## src/hdl/tilt_compensated_foot_placement_core_defines.svh

```systemverilog
// ----------------------------------------------------------------------------
// Assertion macros for the tilt-compensated foot placement core
// Concurrent checks that compile away when SYNTHESIS is defined.
// ----------------------------------------------------------------------------
`ifndef TILT_COMPENSATED_FOOT_PLACEMENT_CORE_DEFINES_SVH
`define TILT_COMPENSATED_FOOT_PLACEMENT_CORE_DEFINES_SVH

`ifndef SYNTHESIS
// Same-cycle implication
`define TCFP_ASSERT_IMP(lbl, ck, rs, ante, cons) \
  lbl: assert property (@(posedge ck) disable iff (rs) (ante) |-> (cons)) \
    else $error("tcfp: assertion failed");
// Next-cycle implication
`define TCFP_ASSERT_NXT(lbl, ck, rs, ante, cons) \
  lbl: assert property (@(posedge ck) disable iff (rs) (ante) |=> (cons)) \
    else $error("tcfp: assertion failed");
`else
`define TCFP_ASSERT_IMP(lbl, ck, rs, ante, cons)
`define TCFP_ASSERT_NXT(lbl, ck, rs, ante, cons)
`endif

`endif

```

## src/hdl/tcfp_pkg.sv

```systemverilog
// ----------------------------------------------------------------------------
// tcfp_pkg
// Types, command codes and constants shared by the foot placement core.
// ----------------------------------------------------------------------------
package tcfp_pkg;

  localparam int STEP_W = 5;   // step counter width (max 32 steps per unit)
  localparam int MUL_W  = 34;  // multiplier operand width

  localparam logic [STEP_W-1:0] SQRT_LAST = 5'd31;
  localparam logic [STEP_W-1:0] DIV_LAST  = 5'd30;

  localparam logic [31:0] DEAD_ZONE_Q30 = 32'd35433480;
  localparam logic signed [19:0] LAT_MAX    = 20'sd2880;
  localparam logic signed [19:0] FWD_MAX    = 20'sd2880;
  localparam logic signed [19:0] HEIGHT_MAX = 20'sd32767;

  // Elementary CORDIC angles atan(2^-i), Q30
  localparam logic [30:0] ATAN_Q30 [0:23] = '{
    31'd843314856, 31'd497837829, 31'd263043836, 31'd133525158, 31'd67021686,
    31'd33543515, 31'd16775850, 31'd8388437, 31'd4194282, 31'd2097149,
    31'd1048575, 31'd524287, 31'd262143, 31'd131071, 31'd65535, 31'd32767,
    31'd16383, 31'd8191, 31'd4095, 31'd2047, 31'd1023, 31'd511, 31'd255,
    31'd127
  };

  typedef enum logic [2:0] {
    CFG_WINDOW_START      = 3'd0,
    CFG_WINDOW_END_MARGIN = 3'd1,
    CFG_STEP_LENGTH       = 3'd2,
    CFG_HALF_FOOT_SPACING = 3'd3,
    CFG_NOMINAL_HEIGHT    = 3'd4
  } cfg_reg_t;

  typedef enum logic [4:0] {
    OP_NOP,
    OP_GAIN_SQ_LOAD,
    OP_SQ_STEP,
    OP_GAIN_DIV_LOAD,
    OP_DIV_STEP,
    OP_GAIN_SAVE,
    OP_LOAD,
    OP_MAG_SQ_LOAD,
    OP_MAG_SAVE,
    OP_TERM_DIV_LOAD,
    OP_TERM_SAVE,
    OP_TERM_ZERO,
    OP_CRD_LOAD,
    OP_CRD_STEP,
    OP_CRD_SAVE,
    OP_ROT_SAVE,
    OP_COMMIT,
    OP_EMIT
  } dp_op_t;

  typedef enum logic [3:0] {
    MUL_NONE,
    MUL_RR,
    MUL_PP,
    MUL_R_DM,
    MUL_P_DM,
    MUL_X0_C1,
    MUL_Y0_S1,
    MUL_X0_S1,
    MUL_Y0_C1,
    MUL_X1_S2,
    MUL_Y2_C2,
    MUL_X1_C2,
    MUL_Y2_S2
  } mul_sel_t;

  typedef enum logic [1:0] {
    ACC_HOLD,
    ACC_SET,
    ACC_ADD,
    ACC_SUB
  } acc_mode_t;

  typedef enum logic [4:0] {
    S_G_LOAD, S_G_SQRT, S_G_DLOAD, S_G_DIV, S_G_SAVE,
    S_IDLE, S_MAG, S_M_LOAD, S_M_SQRT, S_M_SAVE,
    S_T_CHK, S_T_MUL, S_T_DLOAD, S_T_DIV, S_T_SAVE,
    S_WIN, S_C_LOAD, S_C_STEP, S_C_SAVE, S_ROT, S_EMIT
  } ctrl_state_t;

  typedef struct packed {
    dp_op_t            op;
    mul_sel_t          msel;
    acc_mode_t         amode;
    logic [STEP_W-1:0] idx;
  } tcfp_cmd_t;

  typedef struct packed {
    logic mag_over;
    logic in_window;
  } tcfp_stat_t;

  // Round a length with 14 extra fraction bits to 1/64 mm, half up
  function automatic logic signed [19:0] to_units(input logic signed [33:0] v);
    logic signed [33:0] t;
    t = v + 34'sd8192;
    return t[33:14];
  endfunction

endpackage

```

## src/hdl/tcfp_ctrl.sv

```systemverilog
// ----------------------------------------------------------------------------
// tcfp_ctrl
// Sequencer: gain setup after reset, then per item magnitude, tilt terms,
// two CORDIC rotations, leg vector rotation, commit and result hand-off.
// ----------------------------------------------------------------------------
module tcfp_ctrl
  import tcfp_pkg::*;
#(
  parameter int CORDIC_ITERS = 16
) (
  input  logic       clk,
  input  logic       rst,
  input  logic       item_valid,
  output logic       item_ready,
  output logic       result_valid,
  input  logic       result_ready,
  input  tcfp_stat_t stat,
  output tcfp_cmd_t  cmd
);

  localparam logic [STEP_W-1:0] LAST_IT = STEP_W'(CORDIC_ITERS - 1);

  ctrl_state_t       state, state_next;
  logic [STEP_W-1:0] cnt, cnt_next;
  logic [STEP_W-1:0] gi, gi_next;
  logic              axis, axis_next;
  logic              out_valid, out_valid_next;

  assign result_valid = out_valid;

  // State and counters
  always_ff @(posedge clk) begin
    if (rst) begin
      state     <= S_G_LOAD;
      cnt       <= '0;
      gi        <= '0;
      axis      <= 1'b0;
      out_valid <= 1'b0;
    end else begin
      state     <= state_next;
      cnt       <= cnt_next;
      gi        <= gi_next;
      axis      <= axis_next;
      out_valid <= out_valid_next;
    end
  end

  // Next state and datapath commands
  always_comb begin
    state_next     = state;
    cnt_next       = cnt;
    gi_next        = gi;
    axis_next      = axis;
    out_valid_next = out_valid & ~result_ready;
    item_ready     = 1'b0;
    cmd.op         = OP_NOP;
    cmd.msel       = MUL_NONE;
    cmd.amode      = ACC_HOLD;
    cmd.idx        = '0;

    case (state)
      // Gain setup: product of 1/sqrt(1+2^-2i)
      S_G_LOAD: begin
        cmd.op     = OP_GAIN_SQ_LOAD;
        cmd.idx    = gi;
        cnt_next   = '0;
        state_next = S_G_SQRT;
      end
      S_G_SQRT: begin
        cmd.op  = OP_SQ_STEP;
        cmd.idx = cnt;
        if (cnt == SQRT_LAST) begin
          state_next = S_G_DLOAD;
        end
        cnt_next = (cnt == SQRT_LAST) ? '0 : cnt + 1'b1;
      end
      S_G_DLOAD: begin
        cmd.op     = OP_GAIN_DIV_LOAD;
        cnt_next   = '0;
        state_next = S_G_DIV;
      end
      S_G_DIV: begin
        cmd.op  = OP_DIV_STEP;
        cmd.idx = cnt;
        if (cnt == DIV_LAST) begin
          state_next = S_G_SAVE;
        end
        cnt_next = (cnt == DIV_LAST) ? '0 : cnt + 1'b1;
      end
      S_G_SAVE: begin
        cmd.op = OP_GAIN_SAVE;
        if (gi == LAST_IT) begin
          state_next = S_IDLE;
        end else begin
          gi_next    = gi + 1'b1;
          state_next = S_G_LOAD;
        end
      end

      // Wait for an item
      S_IDLE: begin
        item_ready = 1'b1;
        if (item_valid) begin
          cmd.op     = OP_LOAD;
          cnt_next   = '0;
          state_next = S_MAG;
        end
      end

      // r^2 + p^2
      S_MAG: begin
        case (cnt[1:0])
          2'd0: cmd.msel = MUL_RR;
          2'd1: begin
            cmd.amode = ACC_SET;
            cmd.msel  = MUL_PP;
          end
          default: cmd.amode = ACC_ADD;
        endcase
        cnt_next = cnt + 1'b1;
        if (cnt[1:0] == 2'd2) begin
          state_next = S_M_LOAD;
        end
      end
      S_M_LOAD: begin
        cmd.op     = OP_MAG_SQ_LOAD;
        cnt_next   = '0;
        state_next = S_M_SQRT;
      end
      S_M_SQRT: begin
        cmd.op  = OP_SQ_STEP;
        cmd.idx = cnt;
        if (cnt == SQRT_LAST) begin
          state_next = S_M_SAVE;
        end
        cnt_next = (cnt == SQRT_LAST) ? '0 : cnt + 1'b1;
      end
      S_M_SAVE: begin
        cmd.op     = OP_MAG_SAVE;
        state_next = S_T_CHK;
      end

      // Tilt terms past the dead zone
      S_T_CHK: begin
        if (stat.mag_over) begin
          axis_next  = 1'b0;
          state_next = S_T_MUL;
        end else begin
          cmd.op     = OP_TERM_ZERO;
          state_next = S_WIN;
        end
      end
      S_T_MUL: begin
        cmd.msel   = axis ? MUL_P_DM : MUL_R_DM;
        state_next = S_T_DLOAD;
      end
      S_T_DLOAD: begin
        cmd.op     = OP_TERM_DIV_LOAD;
        cnt_next   = '0;
        state_next = S_T_DIV;
      end
      S_T_DIV: begin
        cmd.op  = OP_DIV_STEP;
        cmd.idx = cnt;
        if (cnt == DIV_LAST) begin
          state_next = S_T_SAVE;
        end
        cnt_next = (cnt == DIV_LAST) ? '0 : cnt + 1'b1;
      end
      S_T_SAVE: begin
        cmd.op  = OP_TERM_SAVE;
        cmd.idx = {{(STEP_W-1){1'b0}}, axis};
        if (!axis) begin
          axis_next  = 1'b1;
          state_next = S_T_MUL;
        end else begin
          state_next = S_WIN;
        end
      end

      // Skip the rotation outside the gait window
      S_WIN: begin
        axis_next  = 1'b0;
        state_next = stat.in_window ? S_C_LOAD : S_EMIT;
      end

      // Sin and cos of roll, then pitch
      S_C_LOAD: begin
        cmd.op     = OP_CRD_LOAD;
        cmd.idx    = {{(STEP_W-1){1'b0}}, axis};
        cnt_next   = '0;
        state_next = S_C_STEP;
      end
      S_C_STEP: begin
        cmd.op  = OP_CRD_STEP;
        cmd.idx = cnt;
        if (cnt == LAST_IT) begin
          state_next = S_C_SAVE;
        end
        cnt_next = (cnt == LAST_IT) ? '0 : cnt + 1'b1;
      end
      S_C_SAVE: begin
        cmd.op   = OP_CRD_SAVE;
        cmd.idx  = {{(STEP_W-1){1'b0}}, axis};
        cnt_next = '0;
        if (!axis) begin
          axis_next  = 1'b1;
          state_next = S_C_LOAD;
        end else begin
          state_next = S_ROT;
        end
      end

      // Four dot products: multiply, set, multiply, add or subtract, save
      S_ROT: begin
        case (cnt[1:0])
          2'd0: begin
            case (cnt[3:2])
              2'd0:    cmd.msel = MUL_X0_C1;
              2'd1:    cmd.msel = MUL_X0_S1;
              2'd2:    cmd.msel = MUL_X1_S2;
              default: cmd.msel = MUL_X1_C2;
            endcase
          end
          2'd1: begin
            cmd.amode = ACC_SET;
            case (cnt[3:2])
              2'd0:    cmd.msel = MUL_Y0_S1;
              2'd1:    cmd.msel = MUL_Y0_C1;
              2'd2:    cmd.msel = MUL_Y2_C2;
              default: cmd.msel = MUL_Y2_S2;
            endcase
          end
          2'd2: begin
            cmd.amode = (cnt[3:2] == 2'd0 || cnt[3:2] == 2'd3) ? ACC_SUB : ACC_ADD;
          end
          default: begin
            cmd.op  = (cnt[3:2] == 2'd3) ? OP_COMMIT : OP_ROT_SAVE;
            cmd.idx = {{(STEP_W-2){1'b0}}, cnt[3:2]};
          end
        endcase
        cnt_next = cnt + 1'b1;
        if (cnt[3:0] == 4'd15) begin
          cnt_next   = '0;
          state_next = S_EMIT;
        end
      end

      // Hand the result to the output register once it is free
      S_EMIT: begin
        if (!out_valid || result_ready) begin
          cmd.op         = OP_EMIT;
          out_valid_next = 1'b1;
          state_next     = S_IDLE;
        end
      end

      default: state_next = S_IDLE;
    endcase
  end

endmodule

```

## config.mk

```make
export PLATFORM = sky130hd
export DESIGN_NAME = tcfp_ctrl
export DESIGN_NICKNAME = d
export VERILOG_FILES = /design/src/hdl/tilt_compensated_foot_placement_core_defines.svh /design/src/hdl/tcfp_pkg.sv /design/src/hdl/tcfp_ctrl.sv
export SDC_FILE = /design/constraint.sdc
export NUM_CORES = 1
export LEC_CHECK = 0
export BUFFER_PORTS_ARGS = -buffer_cell sky130_fd_sc_hd__buf_2
export CAP_MARGIN = 20
export CORE_ASPECT_RATIO = 1.2
export CORE_MARGIN = 2
export CORE_UTILIZATION = 38
export DETAILED_ROUTE_END_ITERATION = 10
export PLACE_DENSITY = 0.55
export SYNTH_ARGS = -nofsm -noshare
export SYNTH_HDL_FRONTEND = slang
export SYNTH_SLANG_ARGS = --single-unit
```

## constraint.sdc

```tcl
create_clock -name clk -period 2.3 [get_ports clk]
set_input_delay 0.345 -clock clk [delete_from_list [all_inputs] [get_ports clk]]
set_output_delay 0.345 -clock clk [all_outputs]
set_load 0.05 [all_outputs]
```

==> impl_metrics.py, run 1 <==
metrics = {
    "clock_network": {
        "cts-root-to-sink-buffers": 2,
        "cts_root_buffer": "sky130_fd_sc_hd__clkbuf_8",
        "cts_bufs_inserted": 3,
        "path_clk_slew_ns": 0.07,
        "cts.hold.buffers_added": 0,
        "cts_max_level": 1,
        "clock_insertion_delay_worst_skew_ns": 0.26,
        "cts_tree": "done",
        "clock_sink_count": 17,
    },
    "drt": {
        "total_via_count_after_detailed_routing": 2046,
        "drt_wl_total_mm": 5.73,
        "wirelength_met1_mm": 2.48,
        "remaining_drc_errors": 0,
        "ant_nets": 0,
        "topRoutingLayerUsed": "met4",
        "detail_route.iter0.violations": 121,
        "met3RoutedLength_um": 278,
        "drt-pass1-iter-count": 4,
        "met2_length_mm": 2.84,
        "wl_per_cell_um": 16.5,
        "via_per_inst": 5.90,
    },
    "pwr": {
        "power.internal_uw": 1140,
        "swShare_pct": 51.0,
        "power.switching_uw": 1190,
        "finalPower_uw": 2340,
        "power_frac_clock_pct": 10.1,
        "part_of_the_power_in_combinational_logic_pct": 70.9,
        "powerDensity_nw_per_um2": 996,
        "leakagePower_uw": 0.000940,
        "pwr-share-seq_pct": 18.9,
        "max-vdd-ir-drop_uv": 559,
    },
    "setup_path": {
        "critical_path.startpoint_type": "register",
        "crit_path_frequent_cell": "sky130_fd_sc_hd__buf_4",
        "cp_max_fo": 13,
        "critPathArrivalTime_ns": 1.87,
        "reg2reg_from": "state[3]",
        "critPathKind": "register to primary output",
        "required_worst_endpoint_ns": 1.96,
        "critPathBufInv": 3,
        "critPathTopFamily": "simple AND/OR/NAND/NOR gates",
        "cp-startpoint": "state[0]",
        "endpoint_type_of_the_worst_setup_path": "primary output",
        "worstPathCellList": "buf_4 -> or3_1 -> nor3_1 -> buf_4 -> a32oi_1 -> nand2_1 -> buf_4",
        "critical-path-max-stage-delay_ns": 0.39,
        "critical-path-slowest-cell": "sky130_fd_sc_hd__dfxtp_2",
    },
    "placement": {
        "routabilityCongestion": 0.903,
        "port_buffers": 23,
        "cell_area_after_placement_um2": 2210,
        "place_hpwl_mm": 4.37,
    },
    "layout": {
        "multiInputGateArea_um2": 1430,
        "mostFrequentLayoutCell": "sky130_fd_sc_hd__buf_4",
        "insertedDiodeCount": 0,
        "final.fill_count": 475,
        "share_of_final_layout_standard_cells_stronger_than_drive_strength_1_pct": 30.4,
        "register_area_um2": 349,
        "final_net_count": 310,
        "post_synthesis_to_final_layout_area_growth_pct": 28.3,
        "fin_area_um2": 2340,
        "layout.cells.most_common_list": "sky130_fd_sc_hd__buf_4 (33), sky130_fd_sc_hd__nor2_1 (21), sky130_fd_sc_hd__a21oi_1 (21), sky130_fd_sc_hd__nand2_1 (20)",
    },
    "floorplan": {
        "fp-row-count": 27,
        "initial_core_util_pct": 39.8,
        "die_area_um2": 5380,
        "boundaryPins": 24,
        "chipHeight_um": 80.0,
        "die_width_um": 67.3,
        "placeableCoreArea_um2": 4590,
    },
    "sta": {
        "timing.final.max_slew_violations": 0,
        "rsz0062_at_grt": "false",
        "slew-limit-headroom_pct": 72.8,
        "maximum_clock_frequency_mhz": 451,
        "fin_skew_ns": 0.00175,
        "finalWorstPathRequiredPeriod_ns": 2.22,
        "setup_violations": 0,
        "post-route-period-util_pct": 96.4,
        "slew_of_the_pin_with_the_lowest_slew_margin_ns": 0.407,
        "finalHoldViolCount": 0,
    },
    "yosys": {
        "mappedNetlistNets": 267,
        "post_synth_main_area_contributors": "sky130_fd_sc_hd__dfxtp_1 (19%), sky130_fd_sc_hd__ha_1 (9.6%), sky130_fd_sc_hd__a21oi_1 (6.0%), sky130_fd_sc_hd__nor2_1 (4.9%), sky130_fd_sc_hd__o21ai_0 (4.7%)",
        "post_synth_inst_count": 247,
        "synth_seq_cells": 17,
        "postSynth.topFlopCell": "sky130_fd_sc_hd__dfxtp_1",
        "yosysWarnings": 0,
        "yosysUniqueCellTypes": 64,
        "synth_area_leader_cell": "sky130_fd_sc_hd__dfxtp_1",
        "post_synth_top_area_share_pct": 18.6,
        "postSynthAreaPerCell_um2": 7.40,
        "yosysSeqAreaShare_pct": 18.6,
        "syn-cell-area_um2": 1830,
        "synthArstFlopShare_pct": 0,
        "synth_enable_flop_cells": 0,
    },
    "min_path": {
        "hold_class": "input pin to register",
        "min-delay-start": "result_ready",
    },
    "grt": {
        "grt_pass1_wl_mm": 9.36,
        "grt_pass1_vias": 1939,
        "globalRouteTotalUtil_pct": 22.6,
        "grt_max_degree": 20,
        "grt-ovfl-total": 0,
        "grt_antenna_before_repair": 0,
    },
    "job": {
        "maxCapViolations": 0,
    },
    "status": {
        "run_status": "completed",
    },
}
power groups by stage:
stage                     clock, uW  sequential, uW  combinational (uW)
after floorplan                   0             392                1120
after global placement            0             435                1560
after detailed placement          0             440                1540
after CTS                       245             438                1580
after global routing            258             452                1770
final                           237             442                1660
worst reg2reg max path: stages, from the launching register on:
cell                       delay [ns]
sky130_fd_sc_hd__dfxtp_2         0.37
sky130_fd_sc_hd__or3b_4          0.43
sky130_fd_sc_hd__buf_4           0.16
sky130_fd_sc_hd__o2111a_1        0.23
sky130_fd_sc_hd__a221oi_2        0.21
sky130_fd_sc_hd__o221ai_2        0.20
sky130_fd_sc_hd__and2_4          0.22
sky130_fd_sc_hd__a211oi_2        0.20
worst paths after layout:
path             endpoint  slack, ns  cells after the start
max                cmd[1]       0.08                      7
min          result_valid       0.41                      3
max reg2reg        cnt[3]       0.20                      7
min reg2reg         gi[4]       0.52                      2
area by class of cell:
| cell class | count | share of cell area, % |
|---|---|---|
| flip-flops and latches | 17 | 14.9 |
| inverters | 12 | 1.92 |
| well taps | 58 | 3.09 |
| clock buffers | 3 | 1.76 |
| repair buffers | 53 | 17.0 |
| multi-input cells | 203 | 61.0 |
| clock inverters | 1 | 0.320 |
cells in the mapped netlist, types with 2 or more instances:
master                     count
sky130_fd_sc_hd__a211oi_2      2
sky130_fd_sc_hd__a21o_1        2
sky130_fd_sc_hd__a21oi_1      22
sky130_fd_sc_hd__a221o_1       2
sky130_fd_sc_hd__a221oi_1      2
sky130_fd_sc_hd__a22o_1        4
sky130_fd_sc_hd__a22oi_1       5
sky130_fd_sc_hd__a31oi_1       3
sky130_fd_sc_hd__and2_1        2
sky130_fd_sc_hd__and3_1        2
sky130_fd_sc_hd__buf_1         6
sky130_fd_sc_hd__buf_2         4
sky130_fd_sc_hd__clkbuf_1      3
sky130_fd_sc_hd__dfxtp_1      17
sky130_fd_sc_hd__ha_1         14
sky130_fd_sc_hd__inv_1        12
sky130_fd_sc_hd__mux2_2        2
sky130_fd_sc_hd__mux2i_1       4
sky130_fd_sc_hd__nand2_1      20
sky130_fd_sc_hd__nand2b_1      8
sky130_fd_sc_hd__nand3_1       6
sky130_fd_sc_hd__nand4_1       2
sky130_fd_sc_hd__nor2_1       24
sky130_fd_sc_hd__nor2b_1       6
sky130_fd_sc_hd__nor3_1        7
sky130_fd_sc_hd__nor3b_1       2
sky130_fd_sc_hd__nor4_1        2
sky130_fd_sc_hd__o211ai_1      2
sky130_fd_sc_hd__o21ai_0      17
sky130_fd_sc_hd__o221ai_1      2
sky130_fd_sc_hd__o22ai_1       2
sky130_fd_sc_hd__o31a_1        2
sky130_fd_sc_hd__or3_1         2
sky130_fd_sc_hd__xnor2_1       2
sky130_fd_sc_hd__xor2_1        4
layer usage:
layer | GRT usage [%] | vias up
li1 | - | 1003
met1 | 28.9 | 957
met2 | 37.5 | 74
met3 | 3.10 | 12
met4 | 8.98 | 0
met5 | 0 | -
timing repair:
item                       CTS  global route
cloned                       0             0
pin swaps                    0             1
gates resized for setup     15            20
setup buffers                0             1
setup endpoints to repair   13            10
through the flow:
| stage | util, % | setup slack [ns] | instances | hold WS (ns) | setup TNS, ns |
|---|---|---|---|---|---|
| after floorplan | - | -0.0777 | 247 | 0.490 | -0.128 |
| after global placement | 48.1 | 0.142 | 342 | 0.505 | 0 |
| after detailed placement | 48.1 | 0.123 | 342 | 0.510 | 0 |
| after CTS | 49.9 | -0.00166 | 346 | 0.405 | -0.00166 |
| after global routing | 51.0 | 0.0000473 | 347 | 0.424 | 0 |
| final | 51.0 | 0.0834 | 347 | 0.409 | 0 |
flip-flops by register name, summed over array words and instances (netlist names):
register / cells
axis: 1
cnt: 5
gi: 5
result_valid: 1
state: 5
cells by family (layout without fill, tap and decap cells):
| group | Yosys count | count (layout) | synth area share (%) |
|---|---|---|---|
| simple gates | 94 | 94 | 26.8 |
| compound gates | 83 | 83 | 32.6 |
| buf+inv | 27 | 69 | 6.09 |
| flops | 17 | 17 | 18.6 |
| fa+ha+maj | 14 | 14 | 9.58 |
| xor+xnor | 6 | 6 | 2.87 |
| mux | 6 | 6 | 3.42 |
(Power assumes the default switching activity.)
==> run 2: changes to the inputs <==
--- a/config.mk
+++ b/config.mk
@@ -6,12 +6,12 @@
 export NUM_CORES = 1
 export LEC_CHECK = 0
 export BUFFER_PORTS_ARGS = -buffer_cell sky130_fd_sc_hd__buf_2
-export CAP_MARGIN = 20
+export CAP_MARGIN = 40
 export CORE_ASPECT_RATIO = 1.2
 export CORE_MARGIN = 2
-export CORE_UTILIZATION = 38
+export CORE_UTILIZATION = 40
 export DETAILED_ROUTE_END_ITERATION = 10
-export PLACE_DENSITY = 0.55
+export PLACE_DENSITY = 0.58
 export SYNTH_ARGS = -nofsm -noshare
 export SYNTH_HDL_FRONTEND = slang
 export SYNTH_SLANG_ARGS = --single-unit
==> impl_metrics.py, run 2 (synthesized netlist as in run 1, its figures left out) <==
metrics = {
    "sta": {
        "slew_of_the_pin_with_the_lowest_slew_margin_ns": 0.391,
        "maximum_clock_frequency_mhz": 445,
        "post-route-period-util_pct": 97.8,
        "finalHoldViolCount": 0,
        "fin_skew_ns": 0.00353,
        "postLayoutSetupSlackWorst_ns": 0.0507,
        "finalWorstPathRequiredPeriod_ns": 2.25,
        "fin_hold_ws_ns": 0.408,
        "setup_violations": 0,
        "slew-limit-headroom_pct": 73.9,
        "timing.final.max_slew_violations": 0,
    },
    "clock_network": {
        "cts_root_buffer": "sky130_fd_sc_hd__clkbuf_8",
        "clock_insertion_delay_worst_skew_ns": 0.26,
        "cts_post_setup_buffers_inserted": 0,
        "cts-root-to-sink-buffers": 2,
        "path_clk_slew_ns": 0.07,
        "cts_tree": "done",
        "cts_max_level": 1,
        "cts_bufs_inserted": 3,
        "cts.hold.buffers_added": 0,
        "clock_sink_count": 17,
    },
    "min_path": {
        "hold_class": "input pin to register",
        "holdPathEnd": "result_valid",
        "min-delay-start": "result_ready",
        "min_path_cells": 3,
    },
    "layout": {
        "multiInputGateArea_um2": 1420,
        "share_of_final_layout_standard_cells_stronger_than_drive_strength_1_pct": 27.7,
        "final.fill_count": 416,
        "mostFrequentLayoutCell": "sky130_fd_sc_hd__nor2_1",
        "final_net_count": 303,
        "fin_cells": 338,
        "layout.cells.most_common_list": "sky130_fd_sc_hd__nor2_1 (24), sky130_fd_sc_hd__buf_4 (23), sky130_fd_sc_hd__a21oi_1 (22), sky130_fd_sc_hd__nand2_1 (20)",
        "insertedDiodeCount": 0,
        "register_area_um2": 352,
        "post_synthesis_to_final_layout_area_growth_pct": 25.5,
        "biggestRegsByFlops": "cnt (5), gi (5), state (5)",
    },
    "floorplan": {
        "initial_core_util_pct": 42.2,
        "placeableCoreArea_um2": 4330,
        "die_width_um": 65.7,
        "die_area_um2": 5130,
        "chipHeight_um": 78.1,
        "boundaryPins": 24,
        "fp-row-count": 26,
    },
    "drt": {
        "ant_nets": 0,
        "total_via_count_after_detailed_routing": 1995,
        "detail_route.iter0.violations": 187,
        "met2_length_mm": 2.86,
        "remaining_drc_errors": 0,
        "drt_wl_total_mm": 5.78,
        "wirelength_met1_mm": 2.47,
        "topRoutingLayerUsed": "met4",
        "met3RoutedLength_um": 335,
        "wl_per_cell_um": 17.1,
        "via_per_inst": 5.90,
        "drt-pass1-iter-count": 5,
    },
    "setup_path": {
        "required_worst_endpoint_ns": 1.96,
        "critical_path.startpoint_type": "register",
        "reg2reg_depth": 7,
        "worstPathCellList": "or3b_4 -> nor2_2 -> buf_6 -> a31oi_1 -> o221ai_2 -> buf_2",
        "critPathKind": "register to primary output",
        "rrSetupSlack_ns": 0.30,
        "critPathTopFamily": "simple AND/OR/NAND/NOR gates",
        "cp_max_fo": 10,
        "cp-startpoint": "state[2]",
        "critical-path-slowest-cell": "sky130_fd_sc_hd__or3b_4",
        "critPathBufInv": 2,
        "endpoint_type_of_the_worst_setup_path": "primary output",
        "reg2reg_from": "state[3]",
        "critPathArrivalTime_ns": 1.90,
        "reg2reg_to": "state[2]",
        "critical-path-max-stage-delay_ns": 0.45,
    },
    "pwr": {
        "finalPower_uw": 2310,
        "powerDensity_nw_per_um2": 1010,
        "max-vdd-ir-drop_uv": 589,
        "leakagePower_uw": 0.000918,
    },
    "grt": {
        "grt_max_degree": 20,
        "grt_antenna_before_repair": 0,
        "grt_pass1_vias": 1927,
        "globalRouteTotalUtil_pct": 23.6,
        "grt_pass1_wl_mm": 9.44,
        "grt-ovfl-total": 0,
    },
    "status": {
        "run_status": "completed",
    },
    "placement": {
        "post-place-cells": 334,
        "dp_worst_setup_slack_ns": 0.167,
        "routabilityCongestion": 1.01,
        "place_hpwl_mm": 4.40,
        "port_buffers": 23,
    },
    "job": {
        "maxCapViolations": 0,
    },
}
run 2: changes by cell type in the layout (fill, tap and decap cells not counted), sizes merged:
cell and change:
buf -5, clkbuf -2, clkinv +1, clkinvlp -1
run 2: area by class of cell:
| cell class | count | area share [%] |
|---|---|---|
| clock buffer | 3 | 1.80 |
| clock inverter | 1 | 0.218 |
| sequential | 17 | 15.3 |
| inverter | 12 | 1.96 |
| tap | 56 | 3.06 |
| multi-input combinational | 203 | 61.8 |
| timing repair buffer | 46 | 15.8 |
run 2: worst max path at each step:
stage	slack, ns	depth (start not counted)	end
3_5_place_dp	0.17	6	state[1]
3_3_place_gp	0.14	6	cmd[0]
5_1_grt	-0.007	7	cmd[0]
6_report	0.05	6	cmd[12]
4_1_cts	0.02	6	cmd[11]
2_1_floorplan	-0.08	5	cmd[14]
run 2: timing repair:
item / in CTS / in global routing
setup endpoints to repair: 11 / 11
resized for setup: 13 / 14
pin swaps: 0 / 1
run 2: per-stage QoR:
stage,TNS [ns],utilization (%),cell area (um^2)
finish,0,53.0,2290
global route,-0.00715,53.0,2290
CTS,0,52.2,2260
detailed placement,0,50.5,2190
global placement,0,50.5,2190
floorplan,-0.128,-,1860
run 2: where the power goes:
group | total, uW | internal, uW | switching (uW)
logic | 1620 | 643 | 981
clock network | 235 | 121 | 114
registers | 453 | 353 | 99.6
run 2: worst reg2reg max path: cells and delay by family (launching register included):
kind                   cells  cell delay, ns
flip-flops                 1            0.37
buffers and inverters      1            0.19
AO/OA/AOI/OAI              4            1.00
AND/OR/NAND/NOR            2            0.35
run 2: routing by layer:
layer  global-route usage (%)  vias up
met3                     2.87       13
met4                     8.33        0
met5                        0        -
met2                     39.9       81
met1                     30.4      912
li1                         -      989
